**config.mk**
```make
export PLATFORM = sky130hd
export DESIGN_NAME = gamepad_report_conditioner_core
export DESIGN_NICKNAME = d
export VERILOG_FILES = /design/src/sv/grc_pkg.sv /design/src/sv/gamepad_report_conditioner_core.sv /design/src/sv/grc_thresh_regs.sv /design/src/sv/grc_scaler.sv /design/src/sv/grc_button_logic.sv
export SDC_FILE = /design/constraint.sdc
export NUM_CORES = 1
export LEC_CHECK = 0
export BUFFER_PORTS_ARGS = -buffer_cell sky130_fd_sc_hd__buf_2
export CORE_MARGIN = 5
export CORE_UTILIZATION = 59
export CTS_BUF_LIST = sky130_fd_sc_hd__clkbuf_2
export DETAILED_ROUTE_END_ITERATION = 8
export GPL_ROUTABILITY_DRIVEN = 0
export PLACE_DENSITY = 0.82
export SYNTH_ARGS = -nofsm -noshare
export SYNTH_HDL_FRONTEND = slang
export SYNTH_HIERARCHICAL = 1
export SYNTH_SLANG_ARGS = --single-unit
```
**constraint.sdc**
```tcl
create_clock -name i_clk -period 9.1 [get_ports i_clk]
set_input_delay 1.365 -clock i_clk [delete_from_list [all_inputs] [get_ports i_clk]]
set_output_delay 1.365 -clock i_clk [all_outputs]
set_load 0.02 [all_outputs]
```
**src/sv/grc_pkg.sv**
```systemverilog
// shared types and constants for the gamepad report conditioner
package grc_pkg;

    localparam int SLOT_COUNT     = 4;
    localparam int USER_W         = 2;
    localparam int BTN_IN_W       = 12;
    localparam int MASK_W         = 14;
    localparam int STICK_IN_W     = 18;
    localparam int TRIG_IN_W      = 17;
    localparam int STICK_OUT_W    = 9;
    localparam int TRIG_OUT_W     = 8;
    localparam int CFG_IDX_W      = 3;
    localparam int CFG_DATA_W     = 8;

    localparam logic [CFG_DATA_W-1:0] TRIG_ON_RESET  = 8'd128;
    localparam logic [CFG_DATA_W-1:0] TRIG_OFF_RESET = 8'd64;

    // register indexes: on thresholds first, then off thresholds
    localparam logic [CFG_IDX_W-1:0] CFG_TRIG_ON_0  = 3'd0;
    localparam logic [CFG_IDX_W-1:0] CFG_TRIG_OFF_0 = 3'd4;

    // held mask bit positions
    localparam int BIT_UP     = 0;
    localparam int BIT_DOWN   = 1;
    localparam int BIT_LEFT   = 2;
    localparam int BIT_RIGHT  = 3;
    localparam int BIT_TRIG_L = 12;
    localparam int BIT_TRIG_R = 13;

    typedef logic [MASK_W-1:0] t_mask;

    typedef enum logic [1:0] {
        DEV_NONE   = 2'd0,
        DEV_PAD    = 2'd1,
        DEV_RUMBLE = 2'd2
    } t_dev;

    typedef struct packed {
        logic [CFG_DATA_W-1:0] on_lvl;
        logic [CFG_DATA_W-1:0] off_lvl;
    } t_thresh;

    typedef struct packed {
        t_mask held;
        t_mask pressed;
        t_mask released;
    } t_btn_masks;

endpackage

```
**src/sv/gamepad_report_conditioner_core.sv**
```systemverilog
// Gamepad report conditioner top level: one pad sample in, one report out.
// A beat is registered on input, conditioned from the input register and
// registered on output once the output register is free or its report is
// taken; the report is offered from the output register. A new sample can be
// taken every cycle while reports are taken; a stalled report holds the input
// once the input register is full as well. The per-user held mask is
// updated as a report is loaded, so consecutive beats for the same user see
// each other's state. Threshold writes are taken at any time (cfg ready is
// always high) and should only be made while no beat is in flight.
module gamepad_report_conditioner_core
    import grc_pkg::*;
#(
    parameter int USER_COUNT = SLOT_COUNT
) (
    input  logic                          i_clk,
    input  logic                          i_rst_n,
    input  logic                          i_in_valid,
    output logic                          o_in_ready,
    input  logic [USER_W-1:0]             i_user,
    input  logic                          i_connected,
    input  logic                          i_rumble_capable,
    input  logic signed [STICK_IN_W-1:0]  i_stick_left_x,
    input  logic signed [STICK_IN_W-1:0]  i_stick_left_y,
    input  logic signed [STICK_IN_W-1:0]  i_stick_right_x,
    input  logic signed [STICK_IN_W-1:0]  i_stick_right_y,
    input  logic [TRIG_IN_W-1:0]          i_trigger_right_in,
    input  logic [TRIG_IN_W-1:0]          i_trigger_left_in,
    input  logic [BTN_IN_W-1:0]           i_user_buttons,
    output logic                          o_out_valid,
    input  logic                          i_out_ready,
    output logic signed [STICK_OUT_W-1:0] o_pad_left_x,
    output logic signed [STICK_OUT_W-1:0] o_pad_left_y,
    output logic signed [STICK_OUT_W-1:0] o_pad_right_x,
    output logic signed [STICK_OUT_W-1:0] o_pad_right_y,
    output logic [TRIG_OUT_W-1:0]         o_pad_trigger_right,
    output logic [TRIG_OUT_W-1:0]         o_pad_trigger_left,
    output logic [MASK_W-1:0]             o_held_mask,
    output logic [MASK_W-1:0]             o_pressed_mask,
    output logic [MASK_W-1:0]             o_released_mask,
    output logic [1:0]                    o_device_type,
    input  logic                          i_cfg_valid,
    output logic                          o_cfg_ready,
    input  logic [CFG_IDX_W-1:0]          i_cfg_index,
    input  logic [CFG_DATA_W-1:0]         i_cfg_data
);

    localparam int UW = (USER_COUNT > 1) ? $clog2(USER_COUNT) : 1;

    // input stage
    logic                          r_s1_vld;
    logic [USER_W-1:0]             r_s1_user;
    logic                          r_s1_conn;
    logic                          r_s1_rumble;
    logic signed [STICK_IN_W-1:0]  r_s1_lx, r_s1_ly, r_s1_rx, r_s1_ry;
    logic [TRIG_IN_W-1:0]          r_s1_tr, r_s1_tl;
    logic [BTN_IN_W-1:0]           r_s1_btn;

    // held mask store
    t_mask r_last_held [USER_COUNT];

    // output stage
    logic                          r_out_vld;
    logic signed [STICK_OUT_W-1:0] r_lx, r_ly, r_rx, r_ry;
    logic [TRIG_OUT_W-1:0]         r_tr, r_tl;
    t_btn_masks                    r_masks;
    t_dev                          r_dev;

    logic                          in_fire;
    logic                          s1_adv;
    logic                          user_ok;
    logic                          active;
    t_mask                         old_held;
    t_thresh                       thresh;
    t_btn_masks                    masks;
    logic signed [STICK_OUT_W-1:0] sc_lx, sc_ly, sc_rx, sc_ry;
    logic [TRIG_OUT_W-1:0]         sc_tr, sc_tl;

    logic signed [STICK_OUT_W-1:0] n_lx, n_ly, n_rx, n_ry;
    logic [TRIG_OUT_W-1:0]         n_tr, n_tl;
    t_btn_masks                    n_masks;
    t_dev                          n_dev;

    assign s1_adv      = r_s1_vld && (!r_out_vld || i_out_ready);
    assign o_in_ready  = !r_s1_vld || s1_adv;
    assign in_fire     = i_in_valid && o_in_ready;
    assign o_cfg_ready = 1'b1;

    grc_thresh_regs #(
        .USER_COUNT (USER_COUNT)
    ) u_thresh (
        .i_clk       (i_clk),
        .i_rst_n     (i_rst_n),
        .i_cfg_wr    (i_cfg_valid),
        .i_cfg_index (i_cfg_index),
        .i_cfg_data  (i_cfg_data),
        .i_rd_user   (r_s1_user),
        .o_thresh    (thresh)
    );

    grc_scaler u_scaler (
        .i_stick_left_x      (r_s1_lx),
        .i_stick_left_y      (r_s1_ly),
        .i_stick_right_x     (r_s1_rx),
        .i_stick_right_y     (r_s1_ry),
        .i_trigger_right_in  (r_s1_tr),
        .i_trigger_left_in   (r_s1_tl),
        .o_pad_left_x        (sc_lx),
        .o_pad_left_y        (sc_ly),
        .o_pad_right_x       (sc_rx),
        .o_pad_right_y       (sc_ry),
        .o_pad_trigger_right (sc_tr),
        .o_pad_trigger_left  (sc_tl)
    );

    assign user_ok  = (32'(r_s1_user) < USER_COUNT);
    assign active   = user_ok && r_s1_conn;
    assign old_held = r_last_held[r_s1_user[UW-1:0]];

    grc_button_logic u_buttons (
        .i_user_buttons (r_s1_btn),
        .i_trig_left    (sc_tl),
        .i_trig_right   (sc_tr),
        .i_thresh       (thresh),
        .i_old          (old_held),
        .o_masks        (masks)
    );

    always_comb begin
        n_lx    = '0;
        n_ly    = '0;
        n_rx    = '0;
        n_ry    = '0;
        n_tr    = '0;
        n_tl    = '0;
        n_masks = '0;
        n_dev   = DEV_NONE;
        if (active) begin
            n_lx    = sc_lx;
            n_ly    = sc_ly;
            n_rx    = sc_rx;
            n_ry    = sc_ry;
            n_tr    = sc_tr;
            n_tl    = sc_tl;
            n_masks = masks;
            n_dev   = r_s1_rumble ? DEV_RUMBLE : DEV_PAD;
        end
    end

    always_ff @(posedge i_clk) begin
        if (!i_rst_n) begin
            r_s1_vld  <= 1'b0;
            r_out_vld <= 1'b0;
            for (int i = 0; i < USER_COUNT; i++) begin
                r_last_held[i] <= '0;
            end
        end else begin
            if (in_fire) begin
                r_s1_vld <= 1'b1;
            end else if (s1_adv) begin
                r_s1_vld <= 1'b0;
            end
            if (s1_adv) begin
                r_out_vld <= 1'b1;
            end else if (i_out_ready) begin
                r_out_vld <= 1'b0;
            end
            if (s1_adv && user_ok) begin
                r_last_held[r_s1_user[UW-1:0]] <= r_s1_conn ? masks.held : '0;
            end
        end
    end

    always_ff @(posedge i_clk) begin
        if (in_fire) begin
            r_s1_user   <= i_user;
            r_s1_conn   <= i_connected;
            r_s1_rumble <= i_rumble_capable;
            r_s1_lx     <= i_stick_left_x;
            r_s1_ly     <= i_stick_left_y;
            r_s1_rx     <= i_stick_right_x;
            r_s1_ry     <= i_stick_right_y;
            r_s1_tr     <= i_trigger_right_in;
            r_s1_tl     <= i_trigger_left_in;
            r_s1_btn    <= i_user_buttons;
        end
        if (s1_adv) begin
            r_lx    <= n_lx;
            r_ly    <= n_ly;
            r_rx    <= n_rx;
            r_ry    <= n_ry;
            r_tr    <= n_tr;
            r_tl    <= n_tl;
            r_masks <= n_masks;
            r_dev   <= n_dev;
        end
    end

    assign o_out_valid         = r_out_vld;
    assign o_pad_left_x        = r_lx;
    assign o_pad_left_y        = r_ly;
    assign o_pad_right_x       = r_rx;
    assign o_pad_right_y       = r_ry;
    assign o_pad_trigger_right = r_tr;
    assign o_pad_trigger_left  = r_tl;
    assign o_held_mask         = r_masks.held;
    assign o_pressed_mask      = r_masks.pressed;
    assign o_released_mask     = r_masks.released;
    assign o_device_type       = r_dev;

    // opposite d-pad directions never both held
    a_dpad_cancel: assert property (@(posedge i_clk) disable iff (!i_rst_n)
        o_out_valid |-> !(o_held_mask[BIT_UP] && o_held_mask[BIT_DOWN])
                        && !(o_held_mask[BIT_LEFT] && o_held_mask[BIT_RIGHT]))
        else $error("d-pad pair both held");

    a_edges_disjoint: assert property (@(posedge i_clk) disable iff (!i_rst_n)
        o_out_valid |-> ((o_pressed_mask & o_released_mask) == '0)
                        && ((o_pressed_mask & ~o_held_mask) == '0)
                        && ((o_released_mask & o_held_mask) == '0))
        else $error("edge masks inconsistent with held mask");

    a_none_is_zero: assert property (@(posedge i_clk) disable iff (!i_rst_n)
        (o_out_valid && (o_device_type == DEV_NONE)) |->
            (o_held_mask == '0) && (o_pressed_mask == '0)
            && (o_pad_trigger_left == '0) && (o_pad_trigger_right == '0))
        else $error("report for absent user not cleared");

    // a report loaded from a disconnected slot leaves that slot's mask cleared
    a_disc_clears: assert property (@(posedge i_clk) disable iff (!i_rst_n)
        (s1_adv && user_ok && !r_s1_conn) |=>
            (r_last_held[$past(r_s1_user[UW-1:0])] == '0))
        else $error("held mask not cleared on disconnect");

endmodule

```
**src/sv/grc_thresh_regs.sv**
```systemverilog
// per-user trigger on/off threshold registers with config write decode
module grc_thresh_regs
    import grc_pkg::*;
#(
    parameter int USER_COUNT = SLOT_COUNT
) (
    input  logic                  i_clk,
    input  logic                  i_rst_n,
    input  logic                  i_cfg_wr,
    input  logic [CFG_IDX_W-1:0]  i_cfg_index,
    input  logic [CFG_DATA_W-1:0] i_cfg_data,
    input  logic [USER_W-1:0]     i_rd_user,
    output t_thresh               o_thresh
);

    localparam int UW = (USER_COUNT > 1) ? $clog2(USER_COUNT) : 1;

    logic [CFG_DATA_W-1:0] r_on  [USER_COUNT];
    logic [CFG_DATA_W-1:0] r_off [USER_COUNT];

    logic                 wr_off;
    logic [CFG_IDX_W-1:0] slot_full;
    logic [USER_W-1:0]    slot;

    always_comb begin
        wr_off    = (i_cfg_index >= CFG_TRIG_OFF_0);
        slot_full = wr_off ? (i_cfg_index - CFG_TRIG_OFF_0) : (i_cfg_index - CFG_TRIG_ON_0);
        slot      = slot_full[USER_W-1:0];
    end

    always_ff @(posedge i_clk) begin
        if (!i_rst_n) begin
            for (int i = 0; i < USER_COUNT; i++) begin
                r_on[i]  <= TRIG_ON_RESET;
                r_off[i] <= TRIG_OFF_RESET;
            end
        end else if (i_cfg_wr && (32'(slot) < USER_COUNT)) begin
            if (wr_off) begin
                r_off[slot[UW-1:0]] <= i_cfg_data;
            end else begin
                r_on[slot[UW-1:0]] <= i_cfg_data;
            end
        end
    end

    assign o_thresh.on_lvl  = r_on[i_rd_user[UW-1:0]];
    assign o_thresh.off_lvl = r_off[i_rd_user[UW-1:0]];

endmodule

```
**src/sv/grc_scaler.sv**
```systemverilog
// stick and trigger scaling with truncation and saturation
module grc_scaler
    import grc_pkg::*;
(
    input  logic signed [STICK_IN_W-1:0]  i_stick_left_x,
    input  logic signed [STICK_IN_W-1:0]  i_stick_left_y,
    input  logic signed [STICK_IN_W-1:0]  i_stick_right_x,
    input  logic signed [STICK_IN_W-1:0]  i_stick_right_y,
    input  logic        [TRIG_IN_W-1:0]   i_trigger_right_in,
    input  logic        [TRIG_IN_W-1:0]   i_trigger_left_in,
    output logic signed [STICK_OUT_W-1:0] o_pad_left_x,
    output logic signed [STICK_OUT_W-1:0] o_pad_left_y,
    output logic signed [STICK_OUT_W-1:0] o_pad_right_x,
    output logic signed [STICK_OUT_W-1:0] o_pad_right_y,
    output logic        [TRIG_OUT_W-1:0]  o_pad_trigger_right,
    output logic        [TRIG_OUT_W-1:0]  o_pad_trigger_left
);

    // divide by 512 toward zero, clamp to -128..128
    function automatic logic signed [STICK_OUT_W-1:0] f_stick(
        input logic signed [STICK_IN_W-1:0] v
    );
        logic signed [STICK_IN_W:0]  b;
        logic signed [STICK_OUT_W:0] q;
        b = v[STICK_IN_W-1] ? ({v[STICK_IN_W-1], v} + 19'sd511) : {v[STICK_IN_W-1], v};
        q = b[STICK_IN_W:9];
        if (q > 10'sd128) begin
            return 9'sd128;
        end else if (q < -10'sd128) begin
            return -9'sd128;
        end
        return q[STICK_OUT_W-1:0];
    endfunction

    // floor(v * 255 / 65536), clamp to 255
    function automatic logic [TRIG_OUT_W-1:0] f_trig(input logic [TRIG_IN_W-1:0] v);
        logic [TRIG_IN_W+7:0] p;
        logic [TRIG_OUT_W:0]  r;
        p = {v, 8'b0} - {8'b0, v};
        r = p[TRIG_IN_W+7:16];
        if (r[TRIG_OUT_W]) begin
            return '1;
        end
        return r[TRIG_OUT_W-1:0];
    endfunction

    assign o_pad_left_x        = f_stick(i_stick_left_x);
    assign o_pad_left_y        = f_stick(i_stick_left_y);
    assign o_pad_right_x       = f_stick(i_stick_right_x);
    assign o_pad_right_y       = f_stick(i_stick_right_y);
    assign o_pad_trigger_right = f_trig(i_trigger_right_in);
    assign o_pad_trigger_left  = f_trig(i_trigger_left_in);

endmodule

```
**src/sv/grc_button_logic.sv**
```systemverilog
// trigger hysteresis, d-pad cancel and edge masks against the stored held mask
module grc_button_logic
    import grc_pkg::*;
(
    input  logic [BTN_IN_W-1:0]   i_user_buttons,
    input  logic [TRIG_OUT_W-1:0] i_trig_left,
    input  logic [TRIG_OUT_W-1:0] i_trig_right,
    input  t_thresh               i_thresh,
    input  t_mask                 i_old,
    output t_btn_masks            o_masks
);

    t_mask held;

    always_comb begin
        held = {2'b00, i_user_buttons};
        if (i_old[BIT_TRIG_L] ? (i_trig_left > i_thresh.off_lvl)
                              : (i_trig_left >= i_thresh.on_lvl)) begin
            held[BIT_TRIG_L] = 1'b1;
        end
        if (i_old[BIT_TRIG_R] ? (i_trig_right > i_thresh.off_lvl)
                              : (i_trig_right >= i_thresh.on_lvl)) begin
            held[BIT_TRIG_R] = 1'b1;
        end
        if (held[BIT_UP] && held[BIT_DOWN]) begin
            held[BIT_UP]   = 1'b0;
            held[BIT_DOWN] = 1'b0;
        end
        if (held[BIT_LEFT] && held[BIT_RIGHT]) begin
            held[BIT_LEFT]  = 1'b0;
            held[BIT_RIGHT] = 1'b0;
        end
        o_masks.held     = held;
        o_masks.pressed  = held & ~i_old;
        o_masks.released = i_old & ~held;
    end

endmodule
```
==> reports/metrics.yaml <==
min_path:
  holdCritPathClass: "reg2reg"
  min_from: "r_s1_rumble"
  holdPathStages: 1
  holdPathEnd: "o_device_type[0]"
grt:
  grt.met1_usage: 0.280
  use_met3: 0.0604
  grt_max_degree: 97
  grt_busiest_layer: "met2"
  grt_pass1_wl_microns: 54900
  gr-usage-met2: 0.386
  gr-total-overflow: 0
  antenna_found_initial: 1
  grt_pass1_vias: 10723
  grt_usage: 0.225
cts:
  postCtsResizedCells: 0
  cts_setup_buffers: 0
  cts_buffers: 86
  clk_pin_slew_worst_paths_ns: 0.11
  root_buffer: "clkbuf_2"
  clk_latency_ns: 0.87
  h-tree-depth: 3
  clock_path_buffers: 3
  hold_buffers: 0
  cts_tree: "yes"
  clkSinkCount: 342
power_and_ir_drop:
  swShare: 0.269
  p_leak_uw: 0.00704
  totalPowerFinal_uw: 3270
  clockPowerShare: 0.304
  irDropWorstVdd_uv: 126
  combinationalPowerShare: 0.121
  p_per_area_mw_per_mm2: 180
  seq_power_share: 0.575
  p_switching_uw: 878
  p_int_uw: 2390
finish:
  final_cell_mix: "338 x edfxtp_1, 235 x buf_2, 115 x clkbuf_2"
  stdcell_area_sq_mm: 0.0181
  n_fill_cell: 1981
  fin_util: 0.675
  layout-drive-gt1-share: 0.321
  layout_commonest_cell: "edfxtp_1"
  area_growth_pct: 13.3
  finalNonFillerCells: 1823
  regArea_sq_mm: 0.0102
  multi_input_area_sq_mm: 0.00519
  fin_nets: 1618
placement:
  hpwl_microns: 23700
  port_buffers: 235
  placed_cell_area_sq_mm: 0.0174
  dp_cells: 1683
setup_path:
  cp-end-kind: "flip-flop"
  timing.rr.end: "r_last_held[2][12]"
  arrival_ns: 4.70
  reg2reg_depth: 15
  r2r_setup_slack_ns: 4.93
  crit_type: "reg2reg"
  start_kind: "flip-flop"
  cp.required_ns: 9.64
  path_max_fanout: 8
  r2r_start: "r_s1_tl[9]"
yosys:
  syn_area_sq_mm: 0.0160
  synthDistinctLibCells: 69
  synth_flop_cell: "edfxtp_1"
  synthSimpleGateAreaFrac: 0.177
  avgSynthCellArea_sq_um: 13.9
  ys_ff_latch: 342
  synth_top_family_by_area: "simple AND/OR/NAND/NOR gates"
  synth_edf_count: 338
  mappedNetlistNets: 1340
  synth_compound_area_frac: 0.0447
  yosysWarnings: 6
  async_flop_share: 0
  yosysSeqAreaShare: 0.640
  synthXorXnorAreaFrac: 0.0181
  synthMuxAreaShare: 0.0429
  synthCells: 1152
  yosys.area_share.adder: 0.0392
timing:
  rsz0062_at_grt: "false"
  setup_viol: 0
  relSlewSlack: 0.350
  fin_crit_ns: 4.17
  final_hold_viol_count: 0
  min_period_over_period: 0.458
  worst_pin_slew_ns: 0.975
  tns_ns: 0
  maxSlewViolCount: 0
  clock.fmax_mhz: 240
  skew_ns: 0.0720
floorplanning:
  fp.dieH_microns: 175
  die_w_microns: 175
  dieArea_sq_mm: 0.0305
  io-pin-count: 237
  num_rows: 60
  initial_core_util: 0.596
  core_area_sq_mm: 0.0268
detailed_routing:
  wl_per_cell_microns: 18.8
  firstDrtPassIters: 6
  drt-total-wl_microns: 34300
  ant_nets: 0
  drc: 0
  via_count: 10270
  via_per_inst: 5.63
  first_iter_violations: 839
status:
  status: "completed"
job:
  drv_cap: 0
==> cell type report <==
type,count,share of cell area
multi-input combinational,690,0.287
timing repair buffer,248,0.0704
clock inverter,24,0.00933
sequential,342,0.565
clock buffer,115,0.0318
tap,341,0.0236
antenna,1,0.000138
inverter,62,0.0129
==> critical path, stage by stage (launching register included) <==
cell and delay [ns]:
edfxtp_1 0.49, inv_1 0.08, ha_1 0.31, or4b_1 0.48
nor4_2 0.31, o21bai_1 0.21, nand4b_1 0.14, o211a_2 0.26
nand2_1 0.11, ha_1 0.32, a211o_1 0.31, a21oi_2 0.15
a21oi_1 0.10, a211o_1 0.31, nand2_1 0.19, nor4_2 0.08
==> power groups by stage <==
stage | combinational, uW | clock (uW) | sequential (uW)
6_report | 397 | 993 | 1880
3_3_place_gp | 381 | 0 | 1910
3_5_place_dp | 396 | 0 | 1910
4_1_cts | 397 | 1030 | 1880
5_1_grt | 439 | 1120 | 1890
2_1_floorplan | 255 | 0 | 1930
==> state kept, by name, summed over array words and instances, names as in the netlist, 14 cells and up, named ones only <==
signal	flops
o_held_mask	14
r_last_held	56
r_s1_ly	18
o_pressed_mask	14
o_released_mask	14
u_thresh/r_on	32
r_s1_tr	17
u_thresh/r_off	32
r_s1_ry	18
r_s1_lx	18
r_s1_rx	18
r_s1_tl	17
==> through the flow <==
| step | setup slack (ns) | hold WS (ns) |
|---|---|---|
| 6_report | 4.93 | 0.573 |
| 5_1_grt | 4.66 | 0.564 |
| 2_1_floorplan | 1.51 | 0.519 |
| 3_3_place_gp | 5.16 | 0.533 |
| 4_1_cts | 4.92 | 0.556 |
| 3_5_place_dp | 5.03 | 0.537 |
==> kinds of logic (layout without fill, tap and decap cells) <==
family | after synthesis | after routing
compound gates | 96 | 96
xor+xnor | 33 | 33
fa+ha+maj | 50 | 50
buf+inv | 120 | 449
flops | 342 | 342
mux | 31 | 31
other cells | 1 | 2
simple gates | 479 | 479
==> synth_stat cells, types with 7 or more instances <==
cell type	n	area, sq um
a21oi_1	19	95.1
and2_1	86	538
buf_2	15	75.1
buf_4	14	105
buf_6	11	124
clkbuf_1	18	67.6
edfxtp_1	338	10100
ha_1	50	626
inv_1	62	233
mux4_2	30	676
nand2_1	72	270
nand2b_1	17	106
nand3_1	31	155
nand4_1	15	93.8
nand4b_1	7	61.3
nor2_1	101	379
nor2b_1	26	163
nor3_1	28	140
nor4_1	15	93.8
nor4_2	38	475
o21a_1	10	75.1
o21ai_0	12	60.1
o31ai_1	7	52.6
or3_1	8	50.1
xnor2_1	20	175
xor2_1	13	114
==> metal layers <==
layer | routed length (microns) | vias to the layer above
met5 | 0 | -
met4 | 809 | 0
met3 | 2770 | 65
met2 | 17300 | 419
met1 | 13500 | 4905
li1 | - | 4881
==> worst max-delay path by stage <==
stage                start            endpoint  cells after the start
2_1_floorplan  i_out_ready              active                      2
3_3_place_gp    r_s1_tl[9]  r_last_held[1][12]                     15
3_5_place_dp    r_s1_tl[9]  r_last_held[3][12]                     15
4_1_cts         r_s1_tl[9]  r_last_held[3][12]                     15
5_1_grt         r_s1_tr[9]  r_last_held[2][13]                     15
6_report        r_s1_tl[9]  r_last_held[2][12]                     15
Note: power is estimated with default switching activity, not from simulation.
